File: src/hw/rtl/bsr_pkg.sv
// Shared types, constants and helper functions for the brush stroke rasteriser.
// Used by every module under hw/rtl except bsr_ram; depends on nothing.
package bsr_pkg;

	// Frame and brush limits
	localparam int MAX_WIDTH  = 256;
	localparam int MAX_HEIGHT = 256;
	localparam int MAX_RADIUS = 63;

	localparam int FB_DEPTH = MAX_WIDTH * MAX_HEIGHT;
	localparam int ADDR_W   = $clog2(FB_DEPTH);
	localparam int XY_W     = 8;   // on-frame column or row index
	localparam int SIZE_W   = 9;   // frame size register
	localparam int IN_W     = 12;  // coordinate fields
	localparam int DELTA_W  = 13;  // signed end minus start
	localparam int MAG_W    = 12;  // magnitude of a delta
	localparam int COORD_W  = 14;  // pass pixel, may run off-frame
	localparam int RAD_W    = 6;
	localparam int AB_W     = 7;   // midpoint circle a and b
	localparam int DISC_D_W = 12;  // midpoint circle decision
	localparam int PIX_W    = 32;

	// Midpoint circle constants
	localparam int DISC_D0  = 3;
	localparam int DISC_DEC = 10;
	localparam int DISC_INC = 6;
	localparam int DISC_MUL = 4;

	// Command codes
	localparam logic [1:0] FN_STROKE = 2'd0;
	localparam logic [1:0] FN_WRITE  = 2'd1;
	localparam logic [1:0] FN_READ   = 2'd2;

	// Configuration register indexes
	localparam logic REG_WIDTH  = 1'b0;
	localparam logic REG_HEIGHT = 1'b1;

	typedef struct packed {
		logic             req;
		logic [MAG_W-1:0] num;
		logic [MAG_W-1:0] den;
	} div_req_t;

	typedef struct packed {
		logic             done;
		logic [MAG_W-1:0] quo;
		logic [MAG_W-1:0] rem;
	} div_rsp_t;

	typedef struct packed {
		logic                      valid;
		logic signed [COORD_W-1:0] x;
		logic signed [COORD_W-1:0] y;
	} pix_t;

	// Saturate a written size to 1..max
	function automatic logic [SIZE_W-1:0] sat_size(input logic [SIZE_W-1:0] v,
		input logic [SIZE_W-1:0] mx);
		logic [SIZE_W-1:0] r;
		if (v == '0) begin
			r = SIZE_W'(1);
		end else if (v > mx) begin
			r = mx;
		end else begin
			r = v;
		end
		return r;
	endfunction

	// Pixel lies inside the active frame
	function automatic logic in_frame(input logic signed [COORD_W-1:0] x,
		input logic signed [COORD_W-1:0] y, input logic [SIZE_W-1:0] w,
		input logic [SIZE_W-1:0] h);
		logic ok;
		ok = !x[COORD_W-1] && (x[COORD_W-2:0] < (COORD_W-1)'(w)) &&
			!y[COORD_W-1] && (y[COORD_W-2:0] < (COORD_W-1)'(h));
		return ok;
	endfunction

endpackage

File: src/hw/rtl/bsr_div.sv
// Shared restoring divider, one quotient bit per cycle.
// Depends on bsr_pkg for widths and the request/response structs.
module bsr_div
	import bsr_pkg::*;
(
	input  logic     clk,
	input  logic     arst_n,
	input  div_req_t req,
	output div_rsp_t rsp
);

	localparam int CNT_W = $clog2(MAG_W);

	logic             busy_q;
	logic             done_q;
	logic [CNT_W-1:0] cnt_q;
	logic [MAG_W-1:0] num_q;
	logic [MAG_W-1:0] den_q;
	logic [MAG_W:0]   rem_q;
	logic [MAG_W:0]   trial;
	logic             ge;
	logic             accept;

	assign accept = req.req && !busy_q && !done_q;
	assign trial  = {rem_q[MAG_W-1:0], num_q[MAG_W-1]};
	assign ge     = trial >= {1'b0, den_q};

	// Control: run MAG_W iterations, then pulse done
	always_ff @(posedge clk or negedge arst_n) begin
		if (!arst_n) begin
			busy_q <= 1'b0;
			done_q <= 1'b0;
			cnt_q  <= '0;
		end else begin
			done_q <= 1'b0;
			if (accept) begin
				busy_q <= 1'b1;
				cnt_q  <= CNT_W'(MAG_W - 1);
			end else if (busy_q) begin
				if (cnt_q == '0) begin
					busy_q <= 1'b0;
					done_q <= 1'b1;
				end else begin
					cnt_q <= cnt_q - 1'b1;
				end
			end
		end
	end

	// Datapath: shift dividend out, quotient bits in
	always_ff @(posedge clk) begin
		if (accept) begin
			num_q <= req.num;
			den_q <= req.den;
			rem_q <= '0;
		end else if (busy_q) begin
			rem_q <= ge ? (trial - {1'b0, den_q}) : trial;
			num_q <= {num_q[MAG_W-2:0], ge};
		end
	end

	assign rsp.done = done_q;
	assign rsp.quo  = num_q;
	assign rsp.rem  = rem_q[MAG_W-1:0];

endmodule

File: config.mk
export PLATFORM = sky130hd
export DESIGN_NAME = bsr_div
export DESIGN_NICKNAME = d
export VERILOG_FILES = /design/src/hw/rtl/bsr_pkg.sv /design/src/hw/rtl/bsr_div.sv
export SDC_FILE = /design/constraint.sdc
export NUM_CORES = 1
export LEC_CHECK = 0
export BUFFER_PORTS_ARGS = -buffer_cell sky130_fd_sc_hd__buf_2
export CAP_MARGIN = 15
export CORE_ASPECT_RATIO = 1.75
export CORE_UTILIZATION = 25
export CTS_BUF_LIST = sky130_fd_sc_hd__clkbuf_8
export DETAILED_ROUTE_END_ITERATION = 8
export SYNTH_ARGS = -nofsm -noshare
export SYNTH_HDL_FRONTEND = slang
export SYNTH_SLANG_ARGS = --single-unit
File: constraint.sdc
create_clock -name clk -period 3.31 [get_ports clk]
set_clock_uncertainty 0.2 [all_clocks]
set_input_delay 0.662 -clock clk [delete_from_list [all_inputs] [get_ports clk]]
set_output_delay 0.662 -clock clk [all_outputs]
set_load 0.02 [all_outputs]
==> summary.txt <==
CTS
  • Setup Fix Bufs, Post-CTS: 0
  • Worst-skew pair later-pin latency: 310 ps
  • Htree depth: 2
  • CTS Root Cell: clkbuf_8
  • Post-cts repair resize count: 0
  • Clock buffer depth: 2
  • CTS tree: yes
  • CTS buffer count: 5
  • # clock sinks: 42
  • Clock transition at path regs: 80 ps
  • Cts hold-fix bufs: 1

Cells and area
  • Reg area: 1110 µm²
  • Layout fillers: 965
  • Multi-input gate area: 1070 µm²
  • Post-route insts no fill: 404
  • Layout cells sized above 1: 0.257
  • Ant. Diodes: 0
  • Area grow syn2layout: 20.2%
  • Final Util: 0.307
  • # nets final: 324
  • Post-Layout Inst Area: 2770 µm²

Synthesis
  • Mapped Cells: 230
  • Yosys warning total: 0
  • Area leader, netlist: edfxtp_1
  • Avg Inst Size Synth: 10.0 µm²
  • Prevailing post-synth register cell: edfxtp_1
  • Post-synthesis async set-or-reset flop share: 0.143
  • Top cells by count, synth: 50 x nand2_1, 24 x edfxtp_1, 19 x inv_1
  • Register area share after synthesis: 0.482
  • Library cells used by synthesis: 43
  • Count leader, synth: nand2_1
  • Synth top area share: 0.312
  • Number of synthesized flops with an enable pin: 24
  • #FFs+latches synth: 42
  • Post-Syn Area: 2310 µm²
  • Syn Nets: 271
  • Synth top area cells: edfxtp_1 31%, dfxtp_1 10%, nand2_1 8.1%

Flow run
  • Max Cap Viol: 0

Route
  • Routed wire length: 5.43 mm
  • Post-route ant nets: 0
  • Drt wl/cell: 13.4 µm
  • Vias: 1814
  • Iteration-0 DRC Markers: 47
  • Vias/cell: 4.49
  • First-pass iteration count of the detailed router: 4
  • Drc violations: 0

Power and ir drop
  • P per Cell Area: 1040 nW/µm²
  • Clock share of power: 0.113
  • Worst IR drop on VDD: 0.503 mV
  • Logic pwr share: 0.544
  • Net Sw Power: 1.31 mW
  • Switch share: 0.454
  • Sequential power share: 0.344
  • P_leak: 1.26 nW
  • Final total power: 2.89 mW
  • Total internal power: 1.58 mW

Critical path
  • Critical Path Source Type: register
  • Register-to-register setup slack: 730 ps
  • FF-to-FF End: rem_q[7]
  • Reg-to-Reg Start: num_q[11]
  • Crit Path Max Fanout: 12
  • CP max stage delay: 440 ps
  • Crit-path cells: inv_1 > ha_1 > and2_2 > o31ai_1 > a211oi_2 > nor2_2 > buf_4 > nand3_1 > o311ai_2
  • CP top delay family: simple AND/OR/NAND/NOR gates
  • Crit path buffers/inverters: 2
  • Cells on worst reg2reg path: 9
  • Slowest-stage cell, CP: nor2_2
  • Worst Path Required: 3330 ps
  • Data arrival, critical path: 2600 ps
  • Crit path kind: reg -> reg
  • Endpoint type of the worst setup path: register

STA
  • Final Hold Fails: 0
  • Fin crit period: 2580 ps
  • Slew @ Worst Pin: 515 ps
  • Slew margin rel.: 0.656
  • Setup WS post-layout: 727 ps
  • Fmax: 0.387 GHz
  • RSZ-0062 raised after global routing: false
  • Hold_ws: 313 ps
  • # setup viols final: 0
  • Slew Viols, Final: 0
  • Setup Total Neg Slack: 0 ps
  • Final worst path period share: 0.780

Worst hold path
  • Hold path cells: 1
  • Hold path endpoint: cnt_q[0]
  • Hold Crit Class: reg -> reg
  • Worst hold start: cnt_q[0]

Place
  • Dpl ws: 729 ps
  • Hpwl dp: 4.24 mm
  • IO buf count: 51
  • Post-DP Area: 2680 µm²
  • RePlAce Congestion: 0.780
  • Post-Place Cells: 395

Die
  • Die Width: 74.6 µm
  • DIE AREA: 9630 µm²
  • Initial Util: 0.255
  • Row count: 46
  • Core region area: 9040 µm²
  • I/O pins: 52
  • Die height: 129 µm

Outcome
  • Run status: complete, no violations

GRT
  • Initial antenna violation count: 0
  • Vias in the first global route: 1803
  • First-pass GRT wire length: 8.93 mm
  • Largest net degree at the start of global routing: 17
  • Total gr overflow: 0
  • GRT Total Usage: 0.126
cells in the final DEF, fill, tap and decap left out, types with 2 or more instances in the layout:
| cell type | n |
|---|---|
| ha_1 | 13 |
| a32oi_1 | 4 |
| dfrtp_1 | 6 |
| o21ai_0 | 8 |
| o311ai_2 | 8 |
| clkbuf_8 | 5 |
| buf_4 | 3 |
| inv_1 | 22 |
| xor2_1 | 8 |
| dfxtp_1 | 12 |
| a21oi_1 | 12 |
| edfxtp_1 | 24 |
| nor3_1 | 3 |
| nand3_1 | 7 |
| a31oi_1 | 2 |
| nor2_1 | 11 |
| xnor2_1 | 4 |
| o31ai_1 | 2 |
| buf_2 | 51 |
| nand2_1 | 50 |
| a21o_1 | 4 |
| nand2b_1 | 4 |
layout make-up:
class | instances | share of cell area
timing repair buffer | 55 | 0.104
tap | 120 | 0.0542
multi-input combinational | 160 | 0.387
clock inverter | 3 | 0.00406
inverter | 19 | 0.0257
clock buffer | 5 | 0.0248
sequential | 42 | 0.401
kinds of logic (layout without fill, tap and decap cells):
| kind of cell | count (synthesis) | in the layout | share of synthesized area |
|---|---|---|---|
| AOI/OAI and AO/OA | 49 | 49 | 0.174 |
| xor gates and xnor gates | 12 | 12 | 0.0456 |
| DFF | 42 | 42 | 0.482 |
| buffers and inverters | 28 | 82 | 0.0537 |
| muxes | 1 | 1 | 0.00434 |
| adders and majority gates | 14 | 14 | 0.0792 |
| and+or+nand+nor | 84 | 84 | 0.162 |
flip-flops by register name (all words and copies together), names as in the netlist:
| signal | count |
|---|---|
| den_q | 12 |
| done_q | 1 |
| num_q | 12 |
| busy_q | 1 |
| rem_q | 12 |
| cnt_q | 4 |
worst max-delay path by stage:
| stage | startpoint | to | slack [ps] | depth (start not counted) |
|---|---|---|---|---|
| 3_3_place_gp | num_q[11] | rem_q[6] | 760 | 9 |
| 6_report | num_q[11] | rem_q[7] | 730 | 9 |
| 5_1_grt | num_q[11] | rem_q[11] | 520 | 9 |
| 3_5_place_dp | num_q[11] | rem_q[10] | 730 | 9 |
| 2_1_floorplan | num_q[11] | rem_q[10] | 1040 | 9 |
| 4_1_cts | num_q[11] | rem_q[10] | 710 | 9 |
layer usage:
metal / vias to the layer above / part of all wire / track usage
met5: - / 0 / 0
met4: 0 / 0.020 / 0.0566
met3: 7 / 0.030 / 0.0280
met2: 35 / 0.57 / 0.237
met1: 858 / 0.38 / 0.127
li1: 914 / - / -
worst reg2reg max path, stage by stage, from the launching register on:
cell      delay, ps
edfxtp_1        410
inv_1            60
ha_1            310
and2_2          180
o31ai_1         250
a211oi_2        130
nor2_2          440
buf_4           290
nand3_1         110
o311ai_2        110
power groups by stage:
stage / Sequential (mW) / Combinational (mW) / Clock (mW)
after floorplan: 1.13 / 1.05 / 0
after global placement: 1.00 / 1.56 / 0
after detailed placement: 1.00 / 1.58 / 0
after CTS: 0.996 / 1.58 / 0.334
after global routing: 1.03 / 1.75 / 0.356
final: 0.992 / 1.57 / 0.325
Note: power is estimated with default switching activity, not from simulation.
