$ cat src/hw/rtl/bsr_pkg.sv
// Shared types, constants and helper functions for the brush stroke rasteriser.
// Used by every module under hw/rtl except bsr_ram; depends on nothing.
package bsr_pkg;

	// Frame and brush limits
	localparam int MAX_WIDTH  = 256;
	localparam int MAX_HEIGHT = 256;
	localparam int MAX_RADIUS = 63;

	localparam int FB_DEPTH = MAX_WIDTH * MAX_HEIGHT;
	localparam int ADDR_W   = $clog2(FB_DEPTH);
	localparam int XY_W     = 8;   // on-frame column or row index
	localparam int SIZE_W   = 9;   // frame size register
	localparam int IN_W     = 12;  // coordinate fields
	localparam int DELTA_W  = 13;  // signed end minus start
	localparam int MAG_W    = 12;  // magnitude of a delta
	localparam int COORD_W  = 14;  // pass pixel, may run off-frame
	localparam int RAD_W    = 6;
	localparam int AB_W     = 7;   // midpoint circle a and b
	localparam int DISC_D_W = 12;  // midpoint circle decision
	localparam int PIX_W    = 32;

	// Midpoint circle constants
	localparam int DISC_D0  = 3;
	localparam int DISC_DEC = 10;
	localparam int DISC_INC = 6;
	localparam int DISC_MUL = 4;

	// Command codes
	localparam logic [1:0] FN_STROKE = 2'd0;
	localparam logic [1:0] FN_WRITE  = 2'd1;
	localparam logic [1:0] FN_READ   = 2'd2;

	// Configuration register indexes
	localparam logic REG_WIDTH  = 1'b0;
	localparam logic REG_HEIGHT = 1'b1;

	typedef struct packed {
		logic             req;
		logic [MAG_W-1:0] num;
		logic [MAG_W-1:0] den;
	} div_req_t;

	typedef struct packed {
		logic             done;
		logic [MAG_W-1:0] quo;
		logic [MAG_W-1:0] rem;
	} div_rsp_t;

	typedef struct packed {
		logic                      valid;
		logic signed [COORD_W-1:0] x;
		logic signed [COORD_W-1:0] y;
	} pix_t;

	// Saturate a written size to 1..max
	function automatic logic [SIZE_W-1:0] sat_size(input logic [SIZE_W-1:0] v,
		input logic [SIZE_W-1:0] mx);
		logic [SIZE_W-1:0] r;
		if (v == '0) begin
			r = SIZE_W'(1);
		end else if (v > mx) begin
			r = mx;
		end else begin
			r = v;
		end
		return r;
	endfunction

	// Pixel lies inside the active frame
	function automatic logic in_frame(input logic signed [COORD_W-1:0] x,
		input logic signed [COORD_W-1:0] y, input logic [SIZE_W-1:0] w,
		input logic [SIZE_W-1:0] h);
		logic ok;
		ok = !x[COORD_W-1] && (x[COORD_W-2:0] < (COORD_W-1)'(w)) &&
			!y[COORD_W-1] && (y[COORD_W-2:0] < (COORD_W-1)'(h));
		return ok;
	endfunction

endpackage

$ cat src/hw/rtl/bsr_line_step.sv
// Two-pass DDA line stepper: an x-stepping pass, then a y-stepping pass.
// Depends on bsr_pkg; borrows the shared divider for each pass's step.
module bsr_line_step
	import bsr_pkg::*;
(
	input  logic                      clk,
	input  logic                      arst_n,
	input  logic                      start,
	input  logic signed [COORD_W-1:0] sx,
	input  logic signed [COORD_W-1:0] sy,
	input  logic signed [DELTA_W-1:0] dx,
	input  logic signed [DELTA_W-1:0] dy,
	input  logic                      adv,
	output logic                      busy,
	output pix_t                      pix,
	output div_req_t                  div_o,
	input  div_rsp_t                  div_i
);

	localparam logic [1:0] ST_IDLE = 2'd0;
	localparam logic [1:0] ST_DIV  = 2'd1;
	localparam logic [1:0] ST_RUN  = 2'd2;

	logic [1:0]                st_q;
	logic                      phase_q;
	logic signed [COORD_W-1:0] sx_q, sy_q;
	logic                      negx_q, negy_q;
	logic [MAG_W-1:0]          adx_q, ady_q;
	logic [MAG_W-1:0]          i_q, q_q, acc_q, k_q, rem_q;

	logic [MAG_W-1:0]          adx_in, ady_in;
	logic [MAG_W-1:0]          main_mag, oth_mag;
	logic                      main_neg, oth_neg;
	logic signed [COORD_W-1:0] main_s, oth_s, main_c, oth_c;
	logic [MAG_W:0]            acc_sum;
	logic                      wrap;
	logic [MAG_W-1:0]          acc_nx, q_nx;
	logic signed [DELTA_W-1:0] ndx, ndy;

	assign ndx    = -dx;
	assign ndy    = -dy;
	assign adx_in = dx[DELTA_W-1] ? ndx[MAG_W-1:0] : dx[MAG_W-1:0];
	assign ady_in = dy[DELTA_W-1] ? ndy[MAG_W-1:0] : dy[MAG_W-1:0];

	// Pick the stepping and the following axis for the current pass
	assign main_mag = phase_q ? ady_q : adx_q;
	assign oth_mag  = phase_q ? adx_q : ady_q;
	assign main_neg = phase_q ? negy_q : negx_q;
	assign oth_neg  = phase_q ? negx_q : negy_q;
	assign main_s   = phase_q ? sy_q : sx_q;
	assign oth_s    = phase_q ? sx_q : sy_q;

	assign main_c = main_neg ? main_s - COORD_W'(i_q) : main_s + COORD_W'(i_q);
	assign oth_c  = oth_neg ? oth_s - COORD_W'(q_q) : oth_s + COORD_W'(q_q);

	// Exact truncating quotient, advanced by whole part plus carried remainder
	assign acc_sum = {1'b0, acc_q} + {1'b0, rem_q};
	assign wrap    = acc_sum >= {1'b0, main_mag};
	assign acc_nx  = wrap ? MAG_W'(acc_sum - {1'b0, main_mag}) : acc_sum[MAG_W-1:0];
	assign q_nx    = q_q + k_q + MAG_W'(wrap);

	assign pix.valid = st_q == ST_RUN;
	assign pix.x     = phase_q ? oth_c : main_c;
	assign pix.y     = phase_q ? main_c : oth_c;

	assign div_o.req = st_q == ST_DIV;
	assign div_o.num = oth_mag;
	assign div_o.den = main_mag;

	assign busy = st_q != ST_IDLE;

	// Sequencer
	always_ff @(posedge clk or negedge arst_n) begin
		if (!arst_n) begin
			st_q    <= ST_IDLE;
			phase_q <= 1'b0;
		end else begin
			case (st_q)
				ST_IDLE: begin
					if (start) begin
						if (adx_in != '0) begin
							phase_q <= 1'b0;
							st_q    <= ST_DIV;
						end else if (ady_in != '0) begin
							phase_q <= 1'b1;
							st_q    <= ST_DIV;
						end
					end
				end
				ST_DIV: begin
					if (div_i.done) begin
						st_q <= ST_RUN;
					end
				end
				ST_RUN: begin
					if (adv && (i_q == main_mag - 1'b1)) begin
						if (!phase_q && (ady_q != '0)) begin
							phase_q <= 1'b1;
							st_q    <= ST_DIV;
						end else begin
							st_q <= ST_IDLE;
						end
					end
				end
				default: st_q <= ST_IDLE;
			endcase
		end
	end

	// Line and step registers
	always_ff @(posedge clk) begin
		if ((st_q == ST_IDLE) && start) begin
			sx_q   <= sx;
			sy_q   <= sy;
			negx_q <= dx[DELTA_W-1];
			negy_q <= dy[DELTA_W-1];
			adx_q  <= adx_in;
			ady_q  <= ady_in;
		end
		if ((st_q == ST_DIV) && div_i.done) begin
			k_q   <= div_i.quo;
			rem_q <= div_i.rem;
			i_q   <= '0;
			q_q   <= '0;
			acc_q <= '0;
		end else if ((st_q == ST_RUN) && adv) begin
			i_q   <= i_q + 1'b1;
			q_q   <= q_nx;
			acc_q <= acc_nx;
		end
	end

endmodule

$ cat config.mk
export PLATFORM = sky130hd
export DESIGN_NAME = bsr_line_step
export DESIGN_NICKNAME = d
export VERILOG_FILES = /design/src/hw/rtl/bsr_pkg.sv /design/src/hw/rtl/bsr_line_step.sv
export SDC_FILE = /design/constraint.sdc
export NUM_CORES = 1
export LEC_CHECK = 0
export BUFFER_PORTS_ARGS = -buffer_cell sky130_fd_sc_hd__clkbuf_2
export CORE_MARGIN = 2
export CORE_UTILIZATION = 50
export DETAILED_ROUTE_END_ITERATION = 8
export GPL_ROUTABILITY_DRIVEN = 0
export PLACE_DENSITY = 0.8
export SLEW_MARGIN = 20
export SYNTH_ARGS = -nofsm -noshare
export SYNTH_HDL_FRONTEND = slang
export SYNTH_SLANG_ARGS = --single-unit
$ cat constraint.sdc
create_clock -name clk -period 7.2 [get_ports clk]
set_input_delay 1.44 -clock clk [delete_from_list [all_inputs] [get_ports clk]]
set_output_delay 1.44 -clock clk [all_outputs]
set_load 0.01 [all_outputs]
==> results.cfg, run 1 <==
[sta]
clock_skew_ps = 8.77
relSlewSlack_pct = 38.7
worst_pin_slew_ps = 893
finalMaxSlewViolations = 0
max_freq_ghz = 0.167
finalSetupTns_ps = 0
post-route-worst-setup-slack_ps = 1200
min_period_ps = 6000
hold_violations = 0
setup_violations = 0
whs_ps = 485
rsz0062_at_grt = no
fin_crit_sh_pct = 83.3

[setup_path]
regToRegStartpoint = rem_q[0]$_DFFE_PP_
path_class = reg -> out
r2r_end = q_q[11]$_SDFFE_PP0P_
crit_required_ps = 5760
worst_setup_path_startpoint = phase_q$_DFFE_PN0P_
cp.arrival_ps = 4560
reg2regPathDepth = 24
start_kind = flop
r2r_slack_ps = 1300
cp_max_fo = 55
cp-end-kind = primary output

[worst_hold_path]
hp-start = acc_q[2]$_SDFFE_PP0P_
worstHoldPathCells = 2
holdPathEnd = acc_q[2]$_SDFFE_PP0P_
hp-class = reg -> reg

[clocking]
clkTransAtPathRegs_ps = 60
clockBufferDepth = 2
cts_setup_buffers = 0
cts_tree = built
cts_root_buffer = clkbuf_16
h-tree-depth = 4
cts.sinks = 117
ctsHoldBuffers = 0
numCtsBuffers = 17
cts.repair.resized = 0
clock_latency_ps = 430

[logic_synthesis]
synth_fp_nets = 1137
synth_cell_types = 69
synth_area_leader_cell = edfxtp_1
synth_xor_area_share_pct = 10.1
netlist_top_cells_area = edfxtp_1, ha_1, dfxtp_1
synth_edf_count = 78
synthCells = 981
synthAdderAreaFrac_pct = 10.5
ys_seq_area_share_pct = 34.5
yosysWarnings = 0
synthSimpleGateAreaFrac_pct = 16.1
ys_top_cells_by_count = nand2_1, edfxtp_1, nor2_1, xnor2_1, ha_1
ys_seq_elements = 117
async_flop_share_pct = 2.56
avgSynthCellArea_um2 = 9.28
synth_most_common_cell = nand2_1
syn_area_mm2 = 0.00910
yosys_most_used_dff = edfxtp_1
synth_top_family_by_area = simple AND/OR/NAND/NOR gates
synth_top_area_share_pct = 25.7
synth-compound-area-share_pct = 15.6
synth_mux_area_share_pct = 9.53

[route]
drt.antenna.violating_nets = 0
drc = 0
vias = 7728
wl_per_cell_um = 16.3
avgViaCountPerCell = 5.72
dr.pass1.iters = 6
finalWirelength_um = 22100
drt_iter0_drc = 561

[grt]
grt_usage_pct = 22.9
grt_start_max_net_pins = 56
grt_pass1_vias = 7257
gr-total-overflow = 0
grt_pass1_wl_um = 35700
antenna_found_initial = 0

[placement]
dp_hpwl_um = 16900
io_buffers = 137
dp_slack_ps = 1430

[layout]
largestRegisters = sx_q: 14 flops, sy_q: 14 flops
syn_to_final_growth_pct = 16.0
layout.nets = 1264
fillCellCount = 1552
fin_util_pct = 59.0
diodes = 0
drive_gt1_share_pct = 21.3

[floorplanning]
core_area_mm2 = 0.0179
die_area_mm2 = 0.0193
fp.dieH_um = 139
fp.dieW_um = 139
initial_utilization_pct = 50.8
std_cell_rows = 49
io_pins = 138

[status]
run_status = completed

[flow_run]
drv_cap = 0
## worst max-delay path, cell delays in order, from the launching register on
cell      delay (ps)
dfrtp_4          890
mux2i_1          830
nor2b_1          240
xnor2_1          130
ha_1             280
nor2b_1          150
o21a_1           180
o21ai_0          210
a21oi_1          170
o31ai_1          360
a31oi_1          180
xnor2_1          240
o21ai_0          110
clkbuf_2         160
## layer usage
metal  vias to the layer above  track usage (%)  wire [µm]
met4                         0             8.08        577
met3                        48             5.46       1400
li1                       3834                -          -
met5                         -                0          0
met2                       248             38.2      10600
met1                      3598             29.3       9540
## per-stage QoR
step           area [µm²]  std cells
5_1_grt             10600       1350
2_1_floorplan        9100        981
4_1_cts             10600       1350
6_report            10600       1350
3_3_place_gp         9960       1318
3_5_place_dp         9960       1318
## cell families after synthesis
family | count (synthesis)
mux | 79
flops | 117
compound gates | 221
xor+xnor | 105
fa+ha+maj | 73
simple gates | 302
buf+inv | 84
## final cells by class
class	count	area (µm²)	share of cell area [%]
sequential	117	3140	29.8
multi-input combinational	780	5630	53.3
tap	229	287	2.71
timing repair buffer	140	708	6.71
inverter	52	196	1.86
clock buffer	17	425	4.03
clock inverter	15	173	1.64
## how the worst max path moves through the flow
stage,to,depth (start not counted)
after global placement,q_q[11]$_SDFFE_PP0P_,24
after detailed placement,q_q[11]$_SDFFE_PP0P_,24
after global routing,pix[26],13
after floorplan,q_q[11]$_SDFFE_PP0P_,22
after CTS,pix[26],13
final,pix[26],13
## cell usage in the layout (no fill, tap or decap), types with 7 or more instances in the layout
| cell type | instances |
|---|---|
| clkbuf_16 | 17 |
| a21oi_1 | 63 |
| o21a_1 | 16 |
| clkbuf_2 | 137 |
| o31ai_1 | 15 |
| edfxtp_1 | 78 |
| nor4_1 | 8 |
| mux2i_1 | 29 |
| o211ai_1 | 7 |
| a31oi_1 | 7 |
| nor2_1 | 74 |
| o21ai_0 | 55 |
| nand2b_1 | 9 |
| dfxtp_1 | 36 |
| and3_1 | 10 |
| mux2_2 | 48 |
| a21o_1 | 7 |
| inv_1 | 49 |
| nor2b_1 | 15 |
| nand4_1 | 10 |
| nand3_1 | 11 |
| xor2_1 | 32 |
| nand2_1 | 89 |
| ha_1 | 67 |
| nor3_1 | 33 |
| xnor2_1 | 73 |
| or3_1 | 15 |
| a211oi_1 | 9 |
Power of run 1 is left out: the tool's default activity adds up to more than one toggle a clock period on the data nets, which glitch-free logic cannot reach.
==> inputs of run 2 (changes only) <==
Clock period 7.2 ns to 6.1 ns, I/O delays scaled along.
==> run 2 against run 1 <==
  * Largest cell class unchanged
  * Non-clock buffer count is 6 higher
  * Via count is 0.69% higher
  * Die area stayed put
  * Flip-flop and latch count stayed put
==> results.cfg, run 2 (synthesized netlist as in run 1, its figures left out) <==
[status]
run_status = completed

[clocking]
cts_setup_buffers = 0
cts_tree = built
cts_root_buffer = clkbuf_16
cts.sinks = 117
ctsHoldBuffers = 0
h-tree-depth = 4
clock_latency_ps = 430
numCtsBuffers = 17
clkTransAtPathRegs_ps = 60
clockBufferDepth = 2
cts.repair.resized = 0

[worst_hold_path]
hp-class = reg -> reg
holdPathEnd = acc_q[2]$_SDFFE_PP0P_
worstHoldPathCells = 2
hp-start = acc_q[2]$_SDFFE_PP0P_

[route]
dr.pass1.iters = 6
drc = 0
finalWirelength_um = 22500
vias = 7781
drt.antenna.violating_nets = 0
avgViaCountPerCell = 5.74
drt_iter0_drc = 489
wl_per_cell_um = 16.6

[setup_path]
cp_max_fo = 10
r2r_end = q_q[11]$_SDFFE_PP0P_
start_kind = flop
path_class = reg -> reg
crit_required_ps = 6460
reg2regPathDepth = 24
cp-end-kind = flop
regToRegStartpoint = acc_q[0]$_SDFFE_PP0P_
cp.arrival_ps = 6100
r2r_slack_ps = 360

[grt]
grt_start_max_net_pins = 55
antenna_found_initial = 1
grt_pass1_vias = 7488
grt_usage_pct = 23.7
gr-total-overflow = 0
grt_pass1_wl_um = 36800

[floorplanning]
die_area_mm2 = 0.0193
core_area_mm2 = 0.0179
std_cell_rows = 49
fp.dieH_um = 139
initial_utilization_pct = 50.8
fp.dieW_um = 139
io_pins = 138

[sta]
max_freq_ghz = 0.174
worst_pin_slew_ps = 927
clock_skew_ps = 7.56
rsz0062_at_grt = no
setup_violations = 0
finalMaxSlewViolations = 0
finalSetupTns_ps = 0
min_period_ps = 5740
relSlewSlack_pct = 38.2
fin_crit_sh_pct = 94.1
hold_violations = 0

[flow_run]
drv_cap = 0

[layout]
fillCellCount = 1562
syn_to_final_growth_pct = 16.6
diodes = 0
layout.nets = 1270
largestRegisters = sx_q: 14 flops, sy_q: 14 flops
layout_common_cells = clkbuf_2, nand2_1, edfxtp_1
drive_gt1_share_pct = 22.0
final_common_cell = clkbuf_2

[placement]
io_buffers = 137
dp_hpwl_um = 17100
run 2: worst max-delay path: stages (launching register included):
cell and delay [ps]:
dfxtp_1 330, ha_1 190, inv_1 60, fa_1 400, nor2b_1 170, o31a_1 160, o21ai_1 120, a21oi_2 210
xnor2_1 180, ha_1 330, a2111oi_0 460, o21ai_0 150, o21ai_0 140, o211ai_1 110, a211o_2 440, inv_2 190
fa_1 260, nor2b_1 80, o31ai_1 340, a21oi_1 150, a41o_1 280, o41a_1 320, xnor2_1 130, or3_1 310
a21oi_1 130
run 2: metal layers:
metal	wire length (µm)	GRT usage, %
met5	13	0
met2	10800	39.9
met3	1390	5.80
met4	602	8.13
met1	9740	29.8
run 2: worst max path at each step:
stage | start | endpoint | slack [ps] | depth (start not counted)
after floorplan | phase_q$_DFFE_PN0P_ | q_q[11]$_SDFFE_PP0P_ | 700 | 22
after global placement | acc_q[0]$_SDFFE_PP0P_ | q_q[11]$_SDFFE_PP0P_ | 520 | 24
after detailed placement | acc_q[0]$_SDFFE_PP0P_ | q_q[11]$_SDFFE_PP0P_ | 390 | 24
after CTS | acc_q[0]$_SDFFE_PP0P_ | q_q[11]$_SDFFE_PP0P_ | 300 | 24
after global routing | rem_q[0]$_DFFE_PP_ | q_q[11]$_SDFFE_PP0P_ | 70 | 24
final | acc_q[0]$_SDFFE_PP0P_ | q_q[11]$_SDFFE_PP0P_ | 360 | 24
run 2: final cells by class:
class                   instances  area [µm²]  share of cell area [%]
repair buffers                146         753                    7.10
well taps                     229         287                    2.70
clock buffers                  17         425                    4.01
clock inverters                15         173                    1.63
inverters                      52         196                    1.85
flip-flops and latches        117        3140                    29.6
multi-input cells             780        5630                    53.1
run 2: metrics by stage:
| step | instances | utilization (%) | hold WS, ps | setup WS [ps] | area, µm² |
|---|---|---|---|---|---|
| 2_1_floorplan | 981 | - | 432 | 697 | 9100 |
| 3_3_place_gp | 1324 | 55.9 | 446 | 524 | 10000 |
| 3_5_place_dp | 1324 | 55.9 | 460 | 386 | 10000 |
| 4_1_cts | 1356 | 59.2 | 475 | 303 | 10600 |
| 5_1_grt | 1356 | 59.3 | 506 | 65.9 | 10600 |
| 6_report | 1356 | 59.3 | 473 | 363 | 10600 |
Power of run 2 is left out for the same reason.
==> inputs of run 3 (changes only) <==
Settings changed: PLACE_DENSITY 0.8 to 0.68.
==> run 3 against run 2 <==
  * First-iteration DRC count is 16% lower
  * Sequential share of layout area down 0.084 points
  * Setup slack got worse by 32 ps
  * Via count decreased by 1.4%
  * Cell count about the same
==> results.cfg, run 3 (synthesized netlist as in run 1, its figures left out) <==
[grt]
grt_pass1_vias = 7025
grt_start_max_net_pins = 48
gr-total-overflow = 0
antenna_found_initial = 1
grt_pass1_wl_um = 35100
grt_usage_pct = 22.8

[layout]
final_common_cell = clkbuf_2
layout.nets = 1271
layout_common_cells = clkbuf_2, nand2_1, edfxtp_1
syn_to_final_growth_pct = 16.9
drive_gt1_share_pct = 22.2
diodes = 0
largestRegisters = sx_q: 14 flops, sy_q: 14 flops

[sta]
fin_crit_sh_pct = 94.6
finalMaxSlewViolations = 0
clock_skew_ps = 10.3
min_period_ps = 5770
post-route-worst-setup-slack_ps = 330
relSlewSlack_pct = 49.8
hold_violations = 0
max_freq_ghz = 0.173
setup_violations = 0
worst_pin_slew_ps = 734
whs_ps = 487

[clocking]
cts.sinks = 117
clock_latency_ps = 440
cts_setup_buffers = 0
h-tree-depth = 4
cts_root_buffer = clkbuf_16
cts_tree = built
numCtsBuffers = 17
clockBufferDepth = 2
clkTransAtPathRegs_ps = 60

[status]
run_status = completed

[setup_path]
crit_family = compound AO/OA/AOI/OAI gates
r2r_slack_ps = 330
cp.arrival_ps = 6130
crit_required_ps = 6460
cp_max_fo = 10
start_kind = flop
slowest_stage = a2111oi_1
regToRegStartpoint = rem_q[0]$_DFFE_PP_
crit_chain = ha_1, inv_1, fa_1, nor2b_1, o31a_1, o21ai_0, a21oi_2, xnor2_1, ha_1, a2111oi_1, o21ai_0, o21ai_0, o211ai_1, a211o_4, inv_4, fa_1, nor2b_1, o31ai_2, a21oi_1, a41o_1, o41a_1, xnor2_1, or3_1, a21oi_1
path_class = reg -> reg
slowest_delay_ps = 440
crit_top_cell = o21ai_0
worst_setup_path_startpoint = rem_q[0]$_DFFE_PP_
path_buf_inv = 2
cp-end-kind = flop

[floorplanning]
core_area_mm2 = 0.0179
fp.dieH_um = 139
die_area_mm2 = 0.0193
fp.dieW_um = 139
io_pins = 138
std_cell_rows = 49
initial_utilization_pct = 50.8

[worst_hold_path]
hp-start = acc_q[2]$_SDFFE_PP0P_
hp-class = reg -> reg

[route]
drc = 0
finalWirelength_um = 22400
drt_iter0_drc = 412
drt.antenna.violating_nets = 0
avgViaCountPerCell = 5.66
wl_per_cell_um = 16.5
vias = 7674
dr.pass1.iters = 5

[flow_run]
drv_cap = 0

[placement]
dp_slack_ps = 217
dp_hpwl_um = 16900
io_buffers = 137
[run 3: final cells by class]
cell class,instances,area (µm²)
clock buffer,17,425
clock inverter,15,180
fill,1581,7260
inverter,52,198
multi-input combinational,780,5650
sequential,117,3140
tap,229,287
timing repair buffer,147,761
[run 3: final timing paths]
kind | to | depth (start not counted)
setup / recovery | q_q[11]$_SDFFE_PP0P_ | 24
hold / removal | acc_q[2]$_SDFFE_PP0P_ | 2
setup reg to reg | q_q[11]$_SDFFE_PP0P_ | 24
hold reg to reg | acc_q[2]$_SDFFE_PP0P_ | 2
max in group asynchronous | phase_q$_DFFE_PN0P_ | 1
min in group asynchronous | phase_q$_DFFE_PN0P_ | 1
[run 3: tightest hold or removal path, stage by stage, from the launching register on]
cell	delay [ps]
dfxtp_1	330
nand2_1	60
o21ai_0	70
[run 3: timing repair]
item / CTS / global route
endpoints found under the setup margin: 0 / 4
resized for setup: 0 / 6
hold buffers: 0 / 0
[run 3: per-layer routing]
metal | track usage (%) | share of wire (%) | vias up
li1 | - | - | 3848
met1 | 29.5 | 45 | 3555
met2 | 37.2 | 46 | 221
met3 | 5.04 | 5.2 | 48
met4 | 8.93 | 2.9 | 2
met5 | 0 | 0.058 | -
[run 3: metrics by stage]
stage,instances,setup TNS (ps),cell area (µm²),utilization (%)
floorplan,981,0,9100,-
global placement,1325,0,10000,55.9
detailed placement,1325,0,10000,55.9
CTS,1357,0,10600,59.3
global route,1357,-51.3,10600,59.4
finish,1357,0,10600,59.4
Power of run 3 is left out for the same reason.
